--- config.mk ---
export PLATFORM = sky130hd
export DESIGN_NAME = hex_escape_decoder_unit
export DESIGN_NICKNAME = d
export VERILOG_FILES = /design/src/design/hed_pkg.sv /design/src/design/hex_escape_decoder_unit.sv /design/src/design/hed_front.sv /design/src/design/hed_queue.sv /design/src/design/hed_back.sv
export SDC_FILE = /design/constraint.sdc
export NUM_CORES = 1
export LEC_CHECK = 0
export ABC_CLOCK_PERIOD_IN_PS = 7600
export BUFFER_PORTS_ARGS = -buffer_cell sky130_fd_sc_hd__buf_2
export CAP_MARGIN = 20
export CORE_MARGIN = 1.5
export CORE_UTILIZATION = 45
export CTS_BUF_LIST = sky130_fd_sc_hd__clkbuf_8
export CTS_CLUSTER_DIAMETER = 150
export DETAILED_ROUTE_END_ITERATION = 12
export PLACE_DENSITY = 0.59
export SYNTH_ARGS = -nofsm -noshare
export SYNTH_HDL_FRONTEND = slang
export SYNTH_SLANG_ARGS = --single-unit
--- constraint.sdc ---
create_clock -name clk_i -period 7.6 [get_ports clk_i]
set_input_delay 1.14 -clock clk_i [delete_from_list [all_inputs] [get_ports clk_i]]
set_output_delay 1.14 -clock clk_i [all_outputs]
set_load 0.03 [all_outputs]
--- src/design/hed_pkg.sv ---
// ---------------------------------------------------------------------------
// hed_pkg: shared types and constants of the hex escape decoder
// Character codes, decode helpers and the job word passed front to back.
// ---------------------------------------------------------------------------
package hed_pkg;

  localparam int unsigned CNT_W       = 16;   // output byte counter / limit width
  localparam int unsigned MAX_RES     = 4;    // results one input byte can cause
  localparam int unsigned NUM_W       = 3;    // holds 0..MAX_RES
  localparam int unsigned QUEUE_DEPTH = 4;    // default job queue depth

  localparam logic [CNT_W-1:0] OUT_LEN_RESET = 16'd256;

  localparam logic [7:0] CH_BSL = 8'h5C;  // backslash
  localparam logic [7:0] CH_X   = 8'h78;  // 'x'
  localparam logic [7:0] CH_0   = 8'h30;
  localparam logic [7:0] CH_9   = 8'h39;
  localparam logic [7:0] CH_LA  = 8'h61;  // 'a'
  localparam logic [7:0] CH_LF  = 8'h66;  // 'f'
  localparam logic [7:0] CH_LZ  = 8'h7A;  // 'z'
  localparam logic [7:0] CH_UA  = 8'h41;  // 'A'
  localparam logic [7:0] CH_UF  = 8'h46;  // 'F'
  localparam logic [7:0] CH_UZ  = 8'h5A;  // 'Z'

  // One decoded input byte: up to four data bytes plus end-of-string flag.
  // num == 0 with last set is the bare end marker.
  typedef struct packed {
    logic [MAX_RES-1:0][7:0] bytes;
    logic [NUM_W-1:0]        num;
    logic                    last;
  } job_t;

  function automatic logic is_alnum(input logic [7:0] c);
    return ((c >= CH_0) && (c <= CH_9)) || ((c >= CH_LA) && (c <= CH_LZ)) ||
           ((c >= CH_UA) && (c <= CH_UZ));
  endfunction

  function automatic logic [3:0] nibble(input logic [7:0] c);
    logic [7:0] v;
    v = 8'd0;
    if ((c >= CH_0) && (c <= CH_9)) begin
      v = c - CH_0;
    end else if ((c >= CH_LA) && (c <= CH_LF)) begin
      v = c - CH_LA + 8'd10;
    end else if ((c >= CH_UA) && (c <= CH_UF)) begin
      v = c - CH_UA + 8'd10;
    end
    return v[3:0];
  endfunction

endpackage

--- src/design/hex_escape_decoder_unit.sv ---
// ---------------------------------------------------------------------------
// hex_escape_decoder_unit: backslash-x hex escape decoder, top level
// Path: an accepted word is written into the queue and then loaded into
// the back's job register, from which its first result leaves.
// Throughput: one input byte per cycle while the queue is not full; results
// leave at one per cycle while out_ready_i is high, up to 4 per input byte.
// Reset: async active low; no partial escape, zero count, limit 256.
// ---------------------------------------------------------------------------
// Structure:
//   front  - classifies each byte against the held escape state, applies
//            the per-string output limit and builds a job word of up to
//            four result bytes (or a bare end marker).
//   queue  - a few job words deep, so input and output stall independently.
//   back   - registered job plus index; steps through the job's results.
// A byte that yields no result (escape still pending, or limit reached on
// a non-final byte) never enters the queue.
module hex_escape_decoder_unit #(
  parameter int unsigned QUEUE_DEPTH = hed_pkg::QUEUE_DEPTH
) (
  input  logic                      clk_i,
  input  logic                      rst_ni,
  // configuration: max output bytes per string
  input  logic                      cfg_valid_i,
  output logic                      cfg_ready_o,
  input  logic [hed_pkg::CNT_W-1:0] cfg_max_out_len_i,
  // input word
  input  logic                      in_valid_i,
  output logic                      in_ready_o,
  input  logic [7:0]                in_byte_i,
  input  logic                      in_last_i,
  // output word
  output logic                      out_valid_o,
  input  logic                      out_ready_i,
  output logic [7:0]                out_byte_o,
  output logic                      byte_valid_o,
  output logic                      run_last_o,
  output logic                      string_end_o
);
  import hed_pkg::*;

  job_t push_job, head_job;
  logic push, q_full, q_empty, pop;

  // limit register takes a write in any cycle
  assign cfg_ready_o = 1'b1;

  hed_front u_front (
    .clk_i             (clk_i),
    .rst_ni            (rst_ni),
    .cfg_valid_i       (cfg_valid_i),
    .cfg_max_out_len_i (cfg_max_out_len_i),
    .in_valid_i        (in_valid_i),
    .in_byte_i         (in_byte_i),
    .in_last_i         (in_last_i),
    .q_full_i          (q_full),
    .in_ready_o        (in_ready_o),
    .push_o            (push),
    .job_o             (push_job)
  );

  hed_queue #(
    .DEPTH (QUEUE_DEPTH)
  ) u_queue (
    .clk_i       (clk_i),
    .rst_ni      (rst_ni),
    .push_i      (push),
    .push_data_i (push_job),
    .full_o      (q_full),
    .pop_i       (pop),
    .pop_data_o  (head_job),
    .empty_o     (q_empty)
  );

  hed_back u_back (
    .clk_i        (clk_i),
    .rst_ni       (rst_ni),
    .q_empty_i    (q_empty),
    .q_data_i     (head_job),
    .pop_o        (pop),
    .out_valid_o  (out_valid_o),
    .out_ready_i  (out_ready_i),
    .out_byte_o   (out_byte_o),
    .byte_valid_o (byte_valid_o),
    .run_last_o   (run_last_o),
    .string_end_o (string_end_o)
  );

endmodule

--- src/design/hed_front.sv ---
// ---------------------------------------------------------------------------
// hed_front: input side of the hex escape decoder
// Tracks partial escapes and the per-string output count, and turns each
// accepted byte with a result or string end into a job word of result bytes.
// ---------------------------------------------------------------------------
module hed_front (
  input  logic                  clk_i,
  input  logic                  rst_ni,
  input  logic                  cfg_valid_i,
  input  logic [hed_pkg::CNT_W-1:0] cfg_max_out_len_i,
  input  logic                  in_valid_i,
  input  logic [7:0]            in_byte_i,
  input  logic                  in_last_i,
  input  logic                  q_full_i,
  output logic                  in_ready_o,
  output logic                  push_o,
  output hed_pkg::job_t         job_o
);
  import hed_pkg::*;

  logic [CNT_W-1:0] max_q, cnt_q, cnt_d;
  logic [1:0]       held_q, held_d;
  logic [7:0]       digit_q, digit_d;

  logic [MAX_RES-1:0][7:0] cand;
  logic [NUM_W-1:0]        n;
  logic [NUM_W-1:0]        k;
  logic [CNT_W:0]          rem;
  logic                    fail, afresh, accept;

  assign in_ready_o = ~q_full_i;
  assign accept     = in_valid_i & in_ready_o;

  always_comb begin
    cand    = '0;
    n       = '0;
    held_d  = held_q;
    digit_d = digit_q;
    fail    = 1'b0;
    afresh  = 1'b0;
    rem     = '0;
    unique case (held_q)
      2'd0: afresh = 1'b1;
      2'd1: begin
        if (in_byte_i == CH_X) held_d = 2'd2;
        else fail = 1'b1;
      end
      2'd2: begin
        if (is_alnum(in_byte_i)) begin
          held_d  = 2'd3;
          digit_d = in_byte_i;
        end else begin
          fail = 1'b1;
        end
      end
      default: begin
        if (is_alnum(in_byte_i)) begin
          held_d  = 2'd0;
          cand[n[1:0]] = {nibble(digit_q), nibble(in_byte_i)};
          n = n + 3'd1;
        end else begin
          fail = 1'b1;
        end
      end
    endcase
    // failed escape: held bytes go out literally, byte is looked at again
    if (fail) begin
      cand[n[1:0]] = CH_BSL;
      n = n + 3'd1;
      if (held_q >= 2'd2) begin
        cand[n[1:0]] = CH_X;
        n = n + 3'd1;
      end
      if (held_q == 2'd3) begin
        cand[n[1:0]] = digit_q;
        n = n + 3'd1;
      end
      afresh = 1'b1;
    end
    if (afresh) begin
      if (in_byte_i == CH_BSL) begin
        held_d = 2'd1;
      end else begin
        held_d = 2'd0;
        cand[n[1:0]] = in_byte_i;
        n = n + 3'd1;
      end
    end
    // end of string flushes whatever is still held
    if (in_last_i) begin
      if (held_d >= 2'd1) begin
        cand[n[1:0]] = CH_BSL;
        n = n + 3'd1;
      end
      if (held_d >= 2'd2) begin
        cand[n[1:0]] = CH_X;
        n = n + 3'd1;
      end
      if (held_d == 2'd3) begin
        cand[n[1:0]] = digit_d;
        n = n + 3'd1;
      end
      held_d  = 2'd0;
      digit_d = 8'd0;
    end
    // output limit: only the first (max - count) bytes survive
    if (cnt_q >= max_q) begin
      k = '0;
    end else begin
      rem = {1'b0, max_q} - {1'b0, cnt_q};
      k   = (rem > {{(CNT_W+1-NUM_W){1'b0}}, n}) ? n : rem[NUM_W-1:0];
    end
    cnt_d = in_last_i ? '0 : cnt_q + {{(CNT_W-NUM_W){1'b0}}, k};
  end

  assign job_o.bytes = cand;
  assign job_o.num   = k;
  assign job_o.last  = in_last_i;
  // a byte that causes no result leaves nothing in the queue
  assign push_o      = accept & ((k != '0) | in_last_i);

  always_ff @(posedge clk_i or negedge rst_ni) begin
    if (!rst_ni) begin
      max_q   <= OUT_LEN_RESET;
      cnt_q   <= '0;
      held_q  <= 2'd0;
      digit_q <= 8'd0;
    end else begin
      if (cfg_valid_i) max_q <= cfg_max_out_len_i;
      if (accept) begin
        cnt_q   <= cnt_d;
        held_q  <= held_d;
        digit_q <= digit_d;
      end
    end
  end

endmodule

--- src/design/hed_queue.sv ---
// ---------------------------------------------------------------------------
// hed_queue: job queue between front and back
// Small circular buffer of job words; full and empty come from registers.
// ---------------------------------------------------------------------------
module hed_queue #(
  parameter int unsigned DEPTH = hed_pkg::QUEUE_DEPTH
) (
  input  logic          clk_i,
  input  logic          rst_ni,
  input  logic          push_i,
  input  hed_pkg::job_t push_data_i,
  output logic          full_o,
  input  logic          pop_i,
  output hed_pkg::job_t pop_data_o,
  output logic          empty_o
);
  import hed_pkg::*;

  localparam int unsigned PW = (DEPTH > 1) ? $clog2(DEPTH) : 1;
  localparam int unsigned CW = $clog2(DEPTH + 1);

  job_t          mem_q [DEPTH];
  logic [PW-1:0] wr_q, rd_q;
  logic [CW-1:0] cnt_q;
  logic          do_push, do_pop;

  assign full_o     = (cnt_q == CW'(DEPTH));
  assign empty_o    = (cnt_q == '0);
  assign do_push    = push_i & ~full_o;
  assign do_pop     = pop_i & ~empty_o;
  assign pop_data_o = mem_q[rd_q];

  always_ff @(posedge clk_i) begin
    if (do_push) mem_q[wr_q] <= push_data_i;
  end

  always_ff @(posedge clk_i or negedge rst_ni) begin
    if (!rst_ni) begin
      wr_q  <= '0;
      rd_q  <= '0;
      cnt_q <= '0;
    end else begin
      if (do_push) wr_q <= (wr_q == PW'(DEPTH - 1)) ? '0 : wr_q + PW'(1);
      if (do_pop)  rd_q <= (rd_q == PW'(DEPTH - 1)) ? '0 : rd_q + PW'(1);
      if (do_push && !do_pop)      cnt_q <= cnt_q + CW'(1);
      else if (do_pop && !do_push) cnt_q <= cnt_q - CW'(1);
    end
  end

endmodule

--- src/design/hed_back.sv ---
// ---------------------------------------------------------------------------
// hed_back: output serializer of the hex escape decoder
// Holds one job word and hands out its results one per output handshake.
// ---------------------------------------------------------------------------
module hed_back (
  input  logic          clk_i,
  input  logic          rst_ni,
  input  logic          q_empty_i,
  input  hed_pkg::job_t q_data_i,
  output logic          pop_o,
  output logic          out_valid_o,
  input  logic          out_ready_i,
  output logic [7:0]    out_byte_o,
  output logic          byte_valid_o,
  output logic          run_last_o,
  output logic          string_end_o
);
  import hed_pkg::*;

  job_t       job_q;
  logic       job_v_q;
  logic [1:0] idx_q;
  logic       bare, at_end, done, load;

  assign bare   = (job_q.num == '0);
  assign at_end = bare | ({1'b0, idx_q} == (job_q.num - 3'd1));
  assign done   = job_v_q & out_ready_i & at_end;
  assign load   = ~job_v_q | done;
  assign pop_o  = load & ~q_empty_i;

  assign out_valid_o  = job_v_q;
  assign out_byte_o   = bare ? 8'd0 : job_q.bytes[idx_q];
  assign byte_valid_o = ~bare;
  assign run_last_o   = at_end;
  assign string_end_o = at_end & job_q.last;

  always_ff @(posedge clk_i) begin
    if (pop_o) job_q <= q_data_i;
  end

  always_ff @(posedge clk_i or negedge rst_ni) begin
    if (!rst_ni) begin
      job_v_q <= 1'b0;
      idx_q   <= 2'd0;
    end else begin
      if (load) begin
        job_v_q <= ~q_empty_i;
        idx_q   <= 2'd0;
      end else if (out_ready_i) begin
        idx_q <= idx_q + 2'd1;
      end
    end
  end

endmodule
## Word level (Yosys, flattened, before mapping)

Memories as Yosys holds them, arrays and structs flattened. A register that Yosys moved wholly into a read port is not among the register bits.
Index checks and enable logic that the tools add are counted.

- $add $sub $neg: 25
- Magnitude comparators: 34
- Eq/ne operators: 10
- Muxes and demuxes: 80
- Bitwise operators: 27
- Reduce and logical (&&, ||, !) cells: 28

Operator list:

| kind | count |
|---|---|
| $mux W32 | 12 |
| $demux W8 S2 | 7 |
| $mux W8 | 14 |
| $bwmux W32 | 3 |
| $not A16 Y16 | 4 |
| $mux W3 | 17 |
| $and A16 B16 Y16 | 3 |
| $le A8 B7 Y1 const B | 6 |
| $or A16 B16 Y16 | 3 |
| $ge A8 B7 Y1 const B | 4 |
| $add A3 B1 Y3 const B | 8 |
| $lt A2 B3 Y1 const B | 8 |
| $mux W4 | 6 |
| $sub A4 B1 Y4 const B | 6 |
| $mux W2 | 9 |
| $gt A17 B3 Y1 | 1 |
| $logic_and A1 B1 Y1 | 17 |
| $sub A16 B16 Y17 | 1 |
| $add A16 B3 Y16 | 1 |
| $add A4 B4 Y4 const B | 4 |
| $and A4 B16 Y16 | 1 |
| $bmux W8 S2 | 1 |
| $eq A8 B7 Y1 const B | 2 |
| $ge A16 B16 Y1 | 1 |
| other kinds (25) | 65 |

- Register bits after elaboration: 52
- Memory bits (writable): 144
- Bits of input ports: 30
- Output and inout bits: 14
- Logic and storage cells: 214
- Memories kept: 1

Memories:

| memory | words | width | rd ports | clocked after memory_dff | wr ports | line | source |
|---|---|---|---|---|---|---|---|
| u_queue.mem_q | 4 | 36 | 1 | 1 | 1 | hed_queue.sv:22 | `job_t mem_q [DEPTH];` |

## Longest topological paths before layout

- Word-level depth: 36
- Gate-level depth with buffers: 40
- Gate-level depth less buffers: 38

## Cells and area by module

From an unflattened synthesis, not the netlist that was laid out.

- Cells, all modules: 972
- Area total of the unflattened synthesis: 12329.3 um^2

Modules (own cells, without submodules):

| module | times used | cells an instance | area each (um^2) | sequential area each (um^2) |
|---|---|---|---|---|
| hed_queue | 1 | 225 | 5636.7 | 4499.3 |
| hed_front | 1 | 663 | 5064.9 | 1052.3 |
| hed_back | 1 | 82 | 1616.6 | 1156.1 |
| hex_escape_decoder_unit | 1 | 2 | 11.3 | 0.0 |

## Worst setup path before layout

OpenSTA, ideal clock, no wires.

- Path kind: input port to flip-flop
- From: input in_byte_i[0]
- To: register u_front.cnt_q[15]
- Setup time: 0.132 ns
- Arrival: 8.512 ns
- Required time: 7.468 ns
- Path slack: -1.044 ns
- Cell stages on the path: 39
- Buffers on the path: 1
- Cell sequence: clkbuf_2 > inv_1 > ha_1 > or3b_1 > nor3_2 > o21bai_4 > o21ai_2 > inv_2 > ha_1 > nor2b_1 > a221o_1 > a31oi_1 > and2_1 > inv_1 > ha_1 > and3_1 > or2_2 > inv_1 > (+3 left out) > inv_1 > ha_1 > o21ai_0 > a32oi_1 > a2111oi_0 > nand4_1 > a2111oi_4 > nand2_1 > mux2_2 > nor2_1 > ha_1 > a21o_1 > a21oi_1 > nor2_1 > and3_1 > nand3_1 > xnor2_1 > nor2_1

RTL lines:

| item | line | source |
|---|---|---|
| from (decl) | hex_escape_decoder_unit.sv:29 | `input logic [7:0] in_byte_i,` |
| to (signal assigned) | hed_front.sv:131 | `cnt_q <= cnt_d;` |
| to (decl) | hed_front.sv:21 | `logic [CNT_W-1:0] max_q, cnt_q, cnt_d;` |

==> out/results.ini <==
[sta]
relSlewSlack=0.338
maxSlewViolCount=0
post-route-period-util=0.928
rsz0062_at_grt=no
fmax_mhz=142
min_period_ns=7.05
hold_violations=0
skew_ns=0.0340
setup_violations=0
finalSetupTns_ns=0
tightest_slew_ns=0.985
finalWorstSetupSlack_ns=0.548

[worst_setup_path]
critPathKind=in -> reg
r2r_slack_ns=1.23
path_max_fanout=4
worstRegToRegCells=33
reg2reg_to=u_front.cnt_q[15]
critical_path.startpoint=in_byte_i[0]
crit_path_start_kind=input pin
max_stage_delay_ns=0.39
crit_slowest_cell=or3b_4
worstSetupEndpoint=u_front.cnt_q[15]
crit_top_cell=inv_2
cp.arrival_ns=7.46
cp.required_ns=8.00
reg2reg_from=u_front.held_q[0]
cp-end-kind=flop

[floorplanning]
start_util=0.459
dieArea_mm2=0.0285
die_height_um=169
coreArea_mm2=0.0270
rows=60
ios=44
die_w_um=169

[cells_and_area]
multi_input_area_mm2=0.00540
final_common_cell=edfxtp_1
antennaDiodeCount=0
layout.nets=1172
syn_to_final_growth_pct=15.6
drive_above_1_share=0.245
register_area_mm2=0.00671
fillers=2285
final_cell_mix=edfxtp_1 (180), nor2_1 (73), nand2_1 (72), inv_1 (56), buf_4 (55)
fin_cells=1459

[worst_hold_path]
hp-start=u_front.max_q[6]
min_path_type=reg -> reg

[power]
vdd_drop_max_mv=0.181
p_per_area_mw_per_mm2=305
p_leak_nw=5.40

[clocking]
clockBufferDepth=3
ctsHoldBuffers=0
cts_buffers=41
postCtsSetupBuffers=0
cts-htree-levels=2
cts_tree=built
clk_latency_ns=0.58
cts_num_sinks=232
path_clk_slew_ns=0.06
cts_root_buffer=clkbuf_8

[synth]
synth_seq_cells=232
synth_area_mm2=0.0124
syn_nets=1080
synth_warnings=0
synthFlopType=edfxtp_1
synth_edf_count=180
syn_area_per_cell_um2=12.5
synth_seq_area_share=0.542
ys_types=84
synth_cells=993
async_reset_ff_frac=0.224

[placed_design]
hpwl_um=20300
portBuffers=42
gp_congestion=0.914
place_ws_ns=-0.175
placed_cells=1383

[global_routing]
grt_max_degree=53
gr-total-overflow=0
antenna_found_initial=0
grt_pass1_vias=8309
grt_pass1_wl_um=46400
grt.total_usage=0.209

[routing]
drt_wl_total_um=28600
route.antenna.remaining_nets=0
viasPerCell=5.72
vias=8350
drc=0
wire_per_inst_um=19.6
drtIter0Drc=620
drtPass1Iterations=5

[run]
cap_violations=0

[status]
status=finished clean

[per-stage QoR]
stage	cell area, um^2	hold WS (ns)	utilization	power (mW)
floorplan	12500	0.477	-	2.79
global placement	13400	0.495	0.497	3.17
detailed placement	13400	0.502	0.497	3.19
CTS	14300	0.512	0.530	4.42
global route	14300	0.524	0.530	4.62
finish	14300	0.506	0.530	4.36
[sequential cells by signal, indices dropped and copies added, names as in the netlist]
signal / flops
u_queue.mem_q: 144
u_back.job_q: 36
u_front.cnt_q: 16
u_front.max_q: 16
u_front.digit_q: 8
u_queue.cnt_q: 3
u_back.idx_q: 2
u_front.held_q: 2
u_queue.rd_q: 2
u_queue.wr_q: 2
u_back.out_valid_o: 1
[worst max-delay path, delay by kind of cell]
kind	cells	cell delay [ns]
buffers and inverters	5	0.36
AND/OR/NAND/NOR	13	2.10
XOR/XNOR	1	0.11
adder cells (fa/ha/maj)	6	1.40
AO/OA/AOI/OAI	10	1.83
multiplexers	2	0.50
[worst min path at each step]
stage	endpoint	slack, ns	depth (start not counted)
2_1_floorplan	u_queue.cnt_q[2]	0.48	1
3_3_place_gp	u_queue.cnt_q[2]	0.49	1
3_5_place_dp	u_front.max_q[6]	0.50	1
4_1_cts	u_queue.cnt_q[2]	0.51	1
5_1_grt	u_queue.cnt_q[2]	0.52	1
6_report	u_front.max_q[6]	0.51	1
[cells in the mapped netlist (24+ instances only)]
| cell type | count | area, um^2 |
|---|---|---|
| nand3_1 | 24 | 120 |
| a21oi_1 | 46 | 230 |
| ha_1 | 54 | 676 |
| inv_1 | 49 | 184 |
| clkbuf_1 | 37 | 139 |
| nand2_1 | 73 | 274 |
| edfxtp_1 | 180 | 5410 |
| xnor2_1 | 24 | 210 |
| mux4_2 | 44 | 991 |
| nor2_1 | 76 | 285 |
| o21ai_0 | 44 | 220 |
| dfrtp_1 | 51 | 1280 |
[repair_timing]
item,4_1_cts,5_1_grt
gates resized for setup,0,4
endpoints found under the hold margin,0,0
setup endpoints to repair,0,5
[power by group]
| group | internal [mW] | switching (mW) |
|---|---|---|
| clock | 0.683 | 0.533 |
| combinational | 0.575 | 0.686 |
| sequential | 1.71 | 0.175 |
| total | 2.96 | 1.39 |
[cells by family (layout without fill, tap and decap cells)]
family / Yosys count / after routing / synth area share
compound gates: 218 / 218 / 0.126
xor+xnor: 28 / 28 / 0.0198
flops: 232 / 232 / 0.542
simple gates: 281 / 281 / 0.113
buf+inv: 102 / 227 / 0.0323
mux: 74 / 74 / 0.107
fa+ha+maj: 57 / 57 / 0.0595
other cells: 1 / 1 / 0.000303
[cell type report]
type                            instances  share of cell area
Multi-Input combinational cell        659               0.378
Inverter                               51              0.0141
Sequential cell                       232               0.469
Clock inverter                         32              0.0189
Tap cell                              341              0.0298
Timing Repair Buffer                  100              0.0478
Clock buffer                           44              0.0424
[layer usage]
metal / share of wire / vias up / track usage
met5: 0 / - / 0
met4: 0.024 / 0 / 0.0621
met3: 0.053 / 58 / 0.0306
met2: 0.47 / 272 / 0.350
met1: 0.45 / 4056 / 0.284
li1: - / 3964 / -
No activity file was read; power rests on OpenSTA's default activity.
